`src/rtl/iorc_pkg.sv`:
```
package iorc_pkg;

  // Request kinds as they appear in io_kind.
  localparam logic [2:0] KindInvalid = 3'd0;
  localparam logic [2:0] KindRead    = 3'd1;
  localparam logic [2:0] KindWrite   = 3'd2;
  localparam logic [2:0] KindFsync   = 3'd3;
  localparam logic [2:0] KindFlush   = 3'd4;
  localparam logic [2:0] KindNop     = 3'd5;

  // Configuration register indexes.
  localparam logic CfgScatterGather = 1'b0;
  localparam logic CfgMaxRunLength  = 1'b1;

  localparam logic [6:0] MaxRunLengthReset = 7'd16;
  localparam logic [6:0] RunCountReset     = 7'd1;

  typedef struct packed {
    logic        batch_start;
    logic [2:0]  io_kind;
    logic [7:0]  callback_id;
    logic        retry_marked;
    logic [15:0] file_id;
    logic [63:0] file_offset;
    logic [31:0] byte_count;
    logic [47:0] buffer_address;
  } req_t;

  typedef struct packed {
    logic       merge_with_previous;
    logic [6:0] run_position;
    logic       invalid_kind;
  } rsp_t;

  typedef struct packed {
    logic        scatter_gather_enabled;
    logic [6:0]  max_run_length;
  } cfg_t;

  typedef struct packed {
    logic        have_previous;
    logic [2:0]  prev_kind;
    logic [7:0]  prev_callback;
    logic        prev_retry;
    logic [15:0] prev_file;
    logic [63:0] prev_end_offset;
    logic [47:0] prev_end_buffer;
    logic [6:0]  run_count;
  } state_t;

endpackage

```
`src/rtl/iorc_req_if.sv`:
```
interface iorc_req_if;
  logic        valid;
  logic        ready;
  logic        batch_start;
  logic [2:0]  io_kind;
  logic [7:0]  callback_id;
  logic        retry_marked;
  logic [15:0] file_id;
  logic [63:0] file_offset;
  logic [31:0] byte_count;
  logic [47:0] buffer_address;

  modport source (
    output valid, batch_start, io_kind, callback_id, retry_marked, file_id,
           file_offset, byte_count, buffer_address,
    input  ready
  );

  modport sink (
    input  valid, batch_start, io_kind, callback_id, retry_marked, file_id,
           file_offset, byte_count, buffer_address,
    output ready
  );
endinterface

```
`src/rtl/iorc_rsp_if.sv`:
```
interface iorc_rsp_if;
  logic       valid;
  logic       ready;
  logic       merge_with_previous;
  logic [6:0] run_position;
  logic       invalid_kind;

  modport source (
    output valid, merge_with_previous, run_position, invalid_kind,
    input  ready
  );

  modport sink (
    input  valid, merge_with_previous, run_position, invalid_kind,
    output ready
  );
endinterface

```
`src/rtl/iorc_decide.sv`:
```
module iorc_decide (
  input  iorc_pkg::req_t   req_i,
  input  iorc_pkg::state_t state_i,
  input  iorc_pkg::cfg_t   cfg_i,
  output iorc_pkg::rsp_t   rsp_o,
  output iorc_pkg::state_t state_o
);
  import iorc_pkg::*;

  logic       have_prev;
  logic       same_stream;
  logic       rw_kind;
  logic       bad_kind;
  logic       merge_ok;
  logic [6:0] count;
  logic       cut;

  assign have_prev   = state_i.have_previous && !req_i.batch_start;
  assign same_stream = (state_i.prev_kind == req_i.io_kind) &&
                       (state_i.prev_callback == req_i.callback_id) &&
                       !state_i.prev_retry && !req_i.retry_marked;
  assign rw_kind     = (req_i.io_kind == KindRead) || (req_i.io_kind == KindWrite);
  // Codes above the last defined kind count as invalid too.
  assign bad_kind    = (req_i.io_kind == KindInvalid) || (req_i.io_kind > KindNop);

  assign merge_ok = have_prev && same_stream && rw_kind &&
                    (state_i.prev_file == req_i.file_id) &&
                    (state_i.prev_end_offset == req_i.file_offset) &&
                    (cfg_i.scatter_gather_enabled ||
                     (state_i.prev_end_buffer == req_i.buffer_address));

  assign count = merge_ok ? state_i.run_count + 7'd1 : RunCountReset;
  // A request with no previous one to compare against is never cut.
  assign cut   = have_prev && (count >= cfg_i.max_run_length);

  always_comb begin
    rsp_o.merge_with_previous = merge_ok;
    rsp_o.run_position        = count;
    rsp_o.invalid_kind        = have_prev && same_stream && bad_kind;

    state_o = state_i;
    if (cut) begin
      state_o.have_previous = 1'b0;
      state_o.run_count     = RunCountReset;
    end else begin
      state_o.have_previous   = 1'b1;
      state_o.run_count       = count;
      state_o.prev_kind       = req_i.io_kind;
      state_o.prev_callback   = req_i.callback_id;
      state_o.prev_retry      = req_i.retry_marked;
      state_o.prev_file       = req_i.file_id;
      state_o.prev_end_offset = req_i.file_offset + {32'd0, req_i.byte_count};
      state_o.prev_end_buffer = req_i.buffer_address + {16'd0, req_i.byte_count};
    end
  end
endmodule

```
`src/rtl/io_request_coalescer_core.sv`:
```
// Back-merge decision for a stream of pending IO requests. Each request item
// yields one result item telling whether it joins the run of the request
// before it, its position in that run, and whether an invalid kind was met in
// the stream of the previous request. An item is registered at the input,
// decided by one pass of compare and add logic against the stored previous
// request, and the result is registered at the output; the block takes one
// item per cycle while the output is not stalled. While a result waits, one
// more item can still be taken into the input register; after that the input
// stalls until the result is taken. Configuration registers (index 0:
// scatter-gather enable, index 1: maximum run length) are written through
// cfg_we_i and should change only while the block is idle.
module io_request_coalescer_core (
  input  logic            clk_i,
  input  logic            rst_ni,
  input  logic            cfg_we_i,
  input  logic            cfg_idx_i,
  input  logic [6:0]      cfg_data_i,
  iorc_req_if.sink        req_i,
  iorc_rsp_if.source      rsp_o
);
  import iorc_pkg::*;

  cfg_t   cfg_q;
  state_t state_q, state_d;
  req_t   s0_q, req_in;
  logic   s0_valid_q;
  rsp_t   rsp_q, rsp_d;
  logic   rsp_valid_q;
  logic   advance;

  assign req_in = '{
    batch_start:    req_i.batch_start,
    io_kind:        req_i.io_kind,
    callback_id:    req_i.callback_id,
    retry_marked:   req_i.retry_marked,
    file_id:        req_i.file_id,
    file_offset:    req_i.file_offset,
    byte_count:     req_i.byte_count,
    buffer_address: req_i.buffer_address
  };

  // The decided item moves to the output when the output register is free.
  assign advance     = s0_valid_q && (!rsp_valid_q || rsp_o.ready);
  assign req_i.ready = !s0_valid_q || advance;

  iorc_decide u_decide (
    .req_i   (s0_q),
    .state_i (state_q),
    .cfg_i   (cfg_q),
    .rsp_o   (rsp_d),
    .state_o (state_d)
  );

  always_ff @(posedge clk_i or negedge rst_ni) begin
    if (!rst_ni) begin
      cfg_q <= '{scatter_gather_enabled: 1'b0, max_run_length: MaxRunLengthReset};
    end else if (cfg_we_i) begin
      unique case (cfg_idx_i)
        CfgScatterGather: cfg_q.scatter_gather_enabled <= cfg_data_i[0];
        CfgMaxRunLength:  cfg_q.max_run_length         <= cfg_data_i;
        default: ;
      endcase
    end
  end

  always_ff @(posedge clk_i or negedge rst_ni) begin
    if (!rst_ni) begin
      state_q <= '{
        have_previous:   1'b0,
        prev_kind:       KindInvalid,
        prev_callback:   8'd0,
        prev_retry:      1'b0,
        prev_file:       16'd0,
        prev_end_offset: 64'd0,
        prev_end_buffer: 48'd0,
        run_count:       RunCountReset
      };
    end else if (advance) begin
      state_q <= state_d;
    end
  end

  always_ff @(posedge clk_i or negedge rst_ni) begin
    if (!rst_ni) begin
      s0_valid_q  <= 1'b0;
      rsp_valid_q <= 1'b0;
    end else begin
      if (req_i.ready) begin
        s0_valid_q <= req_i.valid;
      end
      if (advance) begin
        rsp_valid_q <= 1'b1;
      end else if (rsp_o.ready) begin
        rsp_valid_q <= 1'b0;
      end
    end
  end

  always_ff @(posedge clk_i) begin
    if (req_i.valid && req_i.ready) begin
      s0_q <= req_in;
    end
    if (advance) begin
      rsp_q <= rsp_d;
    end
  end

  assign rsp_o.valid               = rsp_valid_q;
  assign rsp_o.merge_with_previous = rsp_q.merge_with_previous;
  assign rsp_o.run_position        = rsp_q.run_position;
  assign rsp_o.invalid_kind        = rsp_q.invalid_kind;
endmodule
```
`src/flat_wrapper.sv`:
```
// flat-port wrapper written by rule: the top's interface ports become plain ports
module io_request_coalescer_core_flat import iorc_pkg::*;
  (clk_i, rst_ni, cfg_we_i, cfg_idx_i, cfg_data_i, req_i_valid, req_i_batch_start, req_i_io_kind, req_i_callback_id, req_i_retry_marked, req_i_file_id, req_i_file_offset, req_i_byte_count, req_i_buffer_address, req_i_ready, rsp_o_valid, rsp_o_merge_with_previous, rsp_o_run_position, rsp_o_invalid_kind, rsp_o_ready);
  iorc_req_if req_i_i ();
  iorc_rsp_if rsp_o_i ();
  input  logic clk_i;
  input  logic rst_ni;
  input  logic cfg_we_i;
  input  logic cfg_idx_i;
  input  logic [6:0] cfg_data_i;
  input wire logic [$bits(req_i_i.valid)-1:0] req_i_valid;
  input wire logic [$bits(req_i_i.batch_start)-1:0] req_i_batch_start;
  input wire logic [$bits(req_i_i.io_kind)-1:0] req_i_io_kind;
  input wire logic [$bits(req_i_i.callback_id)-1:0] req_i_callback_id;
  input wire logic [$bits(req_i_i.retry_marked)-1:0] req_i_retry_marked;
  input wire logic [$bits(req_i_i.file_id)-1:0] req_i_file_id;
  input wire logic [$bits(req_i_i.file_offset)-1:0] req_i_file_offset;
  input wire logic [$bits(req_i_i.byte_count)-1:0] req_i_byte_count;
  input wire logic [$bits(req_i_i.buffer_address)-1:0] req_i_buffer_address;
  output wire logic [$bits(req_i_i.ready)-1:0] req_i_ready;
  output wire logic [$bits(rsp_o_i.valid)-1:0] rsp_o_valid;
  output wire logic [$bits(rsp_o_i.merge_with_previous)-1:0] rsp_o_merge_with_previous;
  output wire logic [$bits(rsp_o_i.run_position)-1:0] rsp_o_run_position;
  output wire logic [$bits(rsp_o_i.invalid_kind)-1:0] rsp_o_invalid_kind;
  input wire logic [$bits(rsp_o_i.ready)-1:0] rsp_o_ready;
  assign req_i_i.valid = req_i_valid;
  assign req_i_i.batch_start = req_i_batch_start;
  assign req_i_i.io_kind = req_i_io_kind;
  assign req_i_i.callback_id = req_i_callback_id;
  assign req_i_i.retry_marked = req_i_retry_marked;
  assign req_i_i.file_id = req_i_file_id;
  assign req_i_i.file_offset = req_i_file_offset;
  assign req_i_i.byte_count = req_i_byte_count;
  assign req_i_i.buffer_address = req_i_buffer_address;
  assign req_i_ready = req_i_i.ready;
  assign rsp_o_valid = rsp_o_i.valid;
  assign rsp_o_merge_with_previous = rsp_o_i.merge_with_previous;
  assign rsp_o_run_position = rsp_o_i.run_position;
  assign rsp_o_invalid_kind = rsp_o_i.invalid_kind;
  assign rsp_o_i.ready = rsp_o_ready;
  io_request_coalescer_core u_core (.clk_i(clk_i), .rst_ni(rst_ni), .cfg_we_i(cfg_we_i), .cfg_idx_i(cfg_idx_i), .cfg_data_i(cfg_data_i), .req_i(req_i_i), .rsp_o(rsp_o_i));
endmodule
```
`config.mk`:
```
export PLATFORM = sky130hd
export DESIGN_NAME = io_request_coalescer_core_flat
export DESIGN_NICKNAME = d
export VERILOG_FILES = /design/src/rtl/iorc_pkg.sv /design/src/rtl/iorc_req_if.sv /design/src/rtl/iorc_rsp_if.sv /design/src/rtl/iorc_decide.sv /design/src/rtl/io_request_coalescer_core.sv /design/src/flat_wrapper.sv
export SDC_FILE = /design/constraint.sdc
export NUM_CORES = 1
export LEC_CHECK = 0
export BUFFER_PORTS_ARGS = -buffer_cell sky130_fd_sc_hd__buf_2
export CORE_MARGIN = 2
export CORE_UTILIZATION = 55
export CTS_CLUSTER_DIAMETER = 150
export DETAILED_ROUTE_END_ITERATION = 6
export PLACE_DENSITY = 0.74
export SYNTH_ARGS = -nofsm -noshare
export SYNTH_HDL_FRONTEND = slang
export SYNTH_SLANG_ARGS = --single-unit
export TNS_END_PERCENT = 1
```
`constraint.sdc`:
```
create_clock -name clk_i -period 7.99 [get_ports clk_i]
set_clock_uncertainty 0.2 [all_clocks]
set_input_delay 0.3995 -clock clk_i [delete_from_list [all_inputs] [get_ports clk_i]]
set_output_delay 0.3995 -clock clk_i [all_outputs]
set_load 0.05 [all_outputs]
```
==> results.sh <==
export IMPL_grt_busiest_layer="met2"
export IMPL_multiInputGateArea_um2=7869
export IMPL_grt_pass1_vias=13960
export IMPL_ctsHtreeMaxLevel=2
export IMPL_finalWirelength_mm=49.78
export IMPL_fmax_mhz=177.7
export IMPL_clk_pin_slew_ns=0.06
export IMPL_ys_ff_latch=340
export IMPL_vdd_drop_max_mv=0.2009
export IMPL_cts_tree="yes"
export IMPL_layout_cells_non_filler=2469
export IMPL_max_cap_viol_count=0
export IMPL_hold_violations=0
export IMPL_layout_nets=2298
export IMPL_core_area_um2=31640
export IMPL_rows=65
export IMPL_yosysSeqAreaShare=0.5320
export IMPL_clock_sinks=340
export IMPL_min_delay_start="cfg_idx_i"
export IMPL_synthToLayoutAreaGrowth_pct=24.89
export IMPL_drv_slew=0
export IMPL_drive_gt1_frac=0.1359
export IMPL_final_seq_area_um2=9422
export IMPL_netlist_area_leader_share=0.3086
export IMPL_finalPower_uw=5228
export IMPL_async_flop_share=0.4647
export IMPL_min_path_type="in2reg"
export IMPL_run_status="complete, but fails checks"
export IMPL_yosysTopAreaCell="edfxtp_1"
export IMPL_cts_setup_buffers=0
export IMPL_rr_endpoint="u_core.state_q[114]$_DFFE_PN0P_"
export IMPL_antenna_found_initial=0
export IMPL_gp_congestion=0.9683
export IMPL_worst_pin_slew_ns=0.9843
export IMPL_grt_use_met3=0.04556
export IMPL_period_share=0.7045
export IMPL_ctsRootBufferMaster="clkbuf_16"
export IMPL_period_minus_slack_ns=5.629
export IMPL_synth_edf_count=182
export IMPL_drtIter0Drc=1304
export IMPL_io_buffers=196
export IMPL_ios=197
export IMPL_use_met2=0.4798
export IMPL_drc_errors=3
export IMPL_n_fill_cell=2290
export IMPL_critPathArrivalTime_ns=5.89
export IMPL_worst_setup_path_end_kind="register"
export IMPL_whs_ns=0.04567
export IMPL_cts_buffers=37
export IMPL_violations="DRC"
export IMPL_rsz0062_at_grt="no"
export IMPL_post_cts_resized=0
export IMPL_start_kind="register"
export IMPL_critical_path_slowest_cell="nand2_2"
export IMPL_syn_nets=1927
export IMPL_clk_latency_ns=0.53
export IMPL_synth_area_top_cells="edfxtp_1 (31%), dfrtp_1 (22%), xnor2_1 (7.9%), nand2_1 (5.3%), ha_1 (5.1%)"
export IMPL_die_area_um2=33650
export IMPL_worstPathCellList="xor2_1, a221oi_1, nand4_1, or4_1, or4_1, inv_1, and2_1, ha_1, nand2b_1, a21o_1, a21o_1, a211oi_1, o21ai_0, nand2_2, buf_4, nand3b_1, o31ai_1, a211o_1"
export IMPL_setup_violations=0
export IMPL_cts_buffer_depth=3
export IMPL_rr_worst_depth=18
export IMPL_syn_area_per_cell_um2=10.62
export IMPL_leakage_uw=0.009038
export IMPL_rrSetupSlack_ns=2.36
export IMPL_chipHeight_um=183.4
export IMPL_vias=14360
export IMPL_hold_buffers=184
export IMPL_firstDrtPassIters=7
export IMPL_maxSlewHeadroom=0.3438
export IMPL_rr_startpoint="u_core.s0_q[87]$_DFFE_PP_"
export IMPL_syn_inst=1667
export IMPL_max_stage_delay_ns=0.71
export IMPL_cp_max_fo=33
export IMPL_power_density_nw_per_um2=236.4
export IMPL_holdPathStages=3
export IMPL_dp_hpwl_mm=33.80
export IMPL_synthDistinctLibCells=66
export IMPL_synth_top_cells_by_count="nand2_1 (251), edfxtp_1 (182), xnor2_1 (160)"
export IMPL_synthFlopType="edfxtp_1"
export IMPL_routedWlPerCell_um=20.16
export IMPL_yosysWarnings=0
export IMPL_whs_endpoint="u_core.cfg_q[7]$_DFFE_PN0P_"
export IMPL_n_antenna_cell=0
export IMPL_die_w_um=183.4
export IMPL_grt_max_degree=119
export IMPL_initial_core_util=0.5597
export IMPL_grt_ovfl_total=0
export IMPL_grt_util_all_layers=0.2969
export IMPL_use_met1=0.4181
export IMPL_netlist_area_um2=17710
export IMPL_placed_cells=2217
export IMPL_path_class="reg2reg"
export IMPL_synth_most_common_cell="nand2_1"
export IMPL_vias_per_cell=5.817
export IMPL_grt_pass1_wl_mm=76.76
export IMPL_required_ns=8.25
export IMPL_drtAntennaViolNets=0
export IMPL_fin_tns_setup_ns=0
-- through the flow --
step | area, µm² | worst slack [ns] | util
floorplan | 17710 | 2.123 | -
global placement | 19050 | 2.495 | 0.6022
detailed placement | 19050 | 2.431 | 0.6022
CTS | 22120 | 2.390 | 0.6990
global route | 22120 | 2.003 | 0.6990
finish | 22120 | 2.361 | 0.6990
-- cells in the final DEF (no fill, tap or decap), drive strengths merged, types with 19 or more instances in the layout --
master and count:
dfrtp 156, ha 72, xnor2 160, nor2 54, nand4 49, a21o 37, o21ai 156, nor2b 30
dlygate4sd3 184, buf 204, edfxtp 182, nor3 27, xor2 57, nand2 251, a21oi 81, inv 54
clkbuf 54, nor4 19, nand3 36
-- state kept, by name, summed over array words and instances (netlist names) --
signal and count:
u_core.state_q 148, u_core.s0_q 173, u_core.cfg_q 8, u_core.rsp_o.run_position 7, u_core.rsp_o.merge_with_previous 1, u_core.rsp_o.invalid_kind 1
u_core.s0_valid_q 1, u_core.rsp_o.valid 1
-- metal layers --
metal  part of all wire  vias to the layer above  routed length, µm
li1                   -                     6728                  -
met1               0.44                     6919              21700
met2               0.46                      618              23020
met3              0.072                       96               3571
met4              0.030                        0               1486
met5                  0                        -                  0
-- layout make-up --
| type | instances | share of cell area |
|---|---|---|
| sequential | 340 | 0.4260 |
| multi-input combinational | 1218 | 0.3558 |
| timing repair buffer | 388 | 0.1312 |
| clock buffer | 54 | 0.04713 |
| tap | 402 | 0.02274 |
| inverter | 53 | 0.008996 |
| clock inverter | 14 | 0.008091 |
-- worst max path at each step --
stage,from,to,cells after the start
2_1_floorplan,u_core.rsp_o.valid$_DFFE_PN0P_,u_core.s0_q[0]$_DFFE_PP_,2
3_3_place_gp,u_core.s0_q[87]$_DFFE_PP_,u_core.state_q[114]$_DFFE_PN0P_,18
3_5_place_dp,u_core.s0_q[87]$_DFFE_PP_,u_core.state_q[114]$_DFFE_PN0P_,18
4_1_cts,u_core.s0_q[87]$_DFFE_PP_,u_core.state_q[114]$_DFFE_PN0P_,18
5_1_grt,u_core.s0_q[104]$_DFFE_PP_,u_core.state_q[114]$_DFFE_PN0P_,18
6_report,u_core.s0_q[87]$_DFFE_PP_,u_core.state_q[114]$_DFFE_PN0P_,18
-- critical path, delay by kind of cell, from the launching register on --
family	cells	cell delay, ns
AO/OA/AOI/OAI	7	1.44
XOR/XNOR	1	0.17
adder cells (fa/ha/maj)	1	0.22
buffers and inverters	2	0.55
flip-flops	1	0.45
AND/OR/NAND/NOR	7	2.52
-- cells by family after synthesis --
logic type | count (synthesis) | synth area share
and+or+nand+nor | 544 | 0.1485
muxes | 12 | 0.007560
adders and majority gates | 74 | 0.05313
buffers and inverters | 109 | 0.02402
DFF | 340 | 0.5320
xor gates and xnor gates | 217 | 0.1073
AOI/OAI and AO/OA | 371 | 0.1274
-- power breakdown --
part	total [µW]	internal (µW)	leakage, µW	switching, µW
logic	1130	490	0.00480	642
registers	2340	2130	0.00365	214
clock network	1750	1040	0.000586	714
total	5230	3660	0.00904	1570
Power figures use the tool's default switching activity.
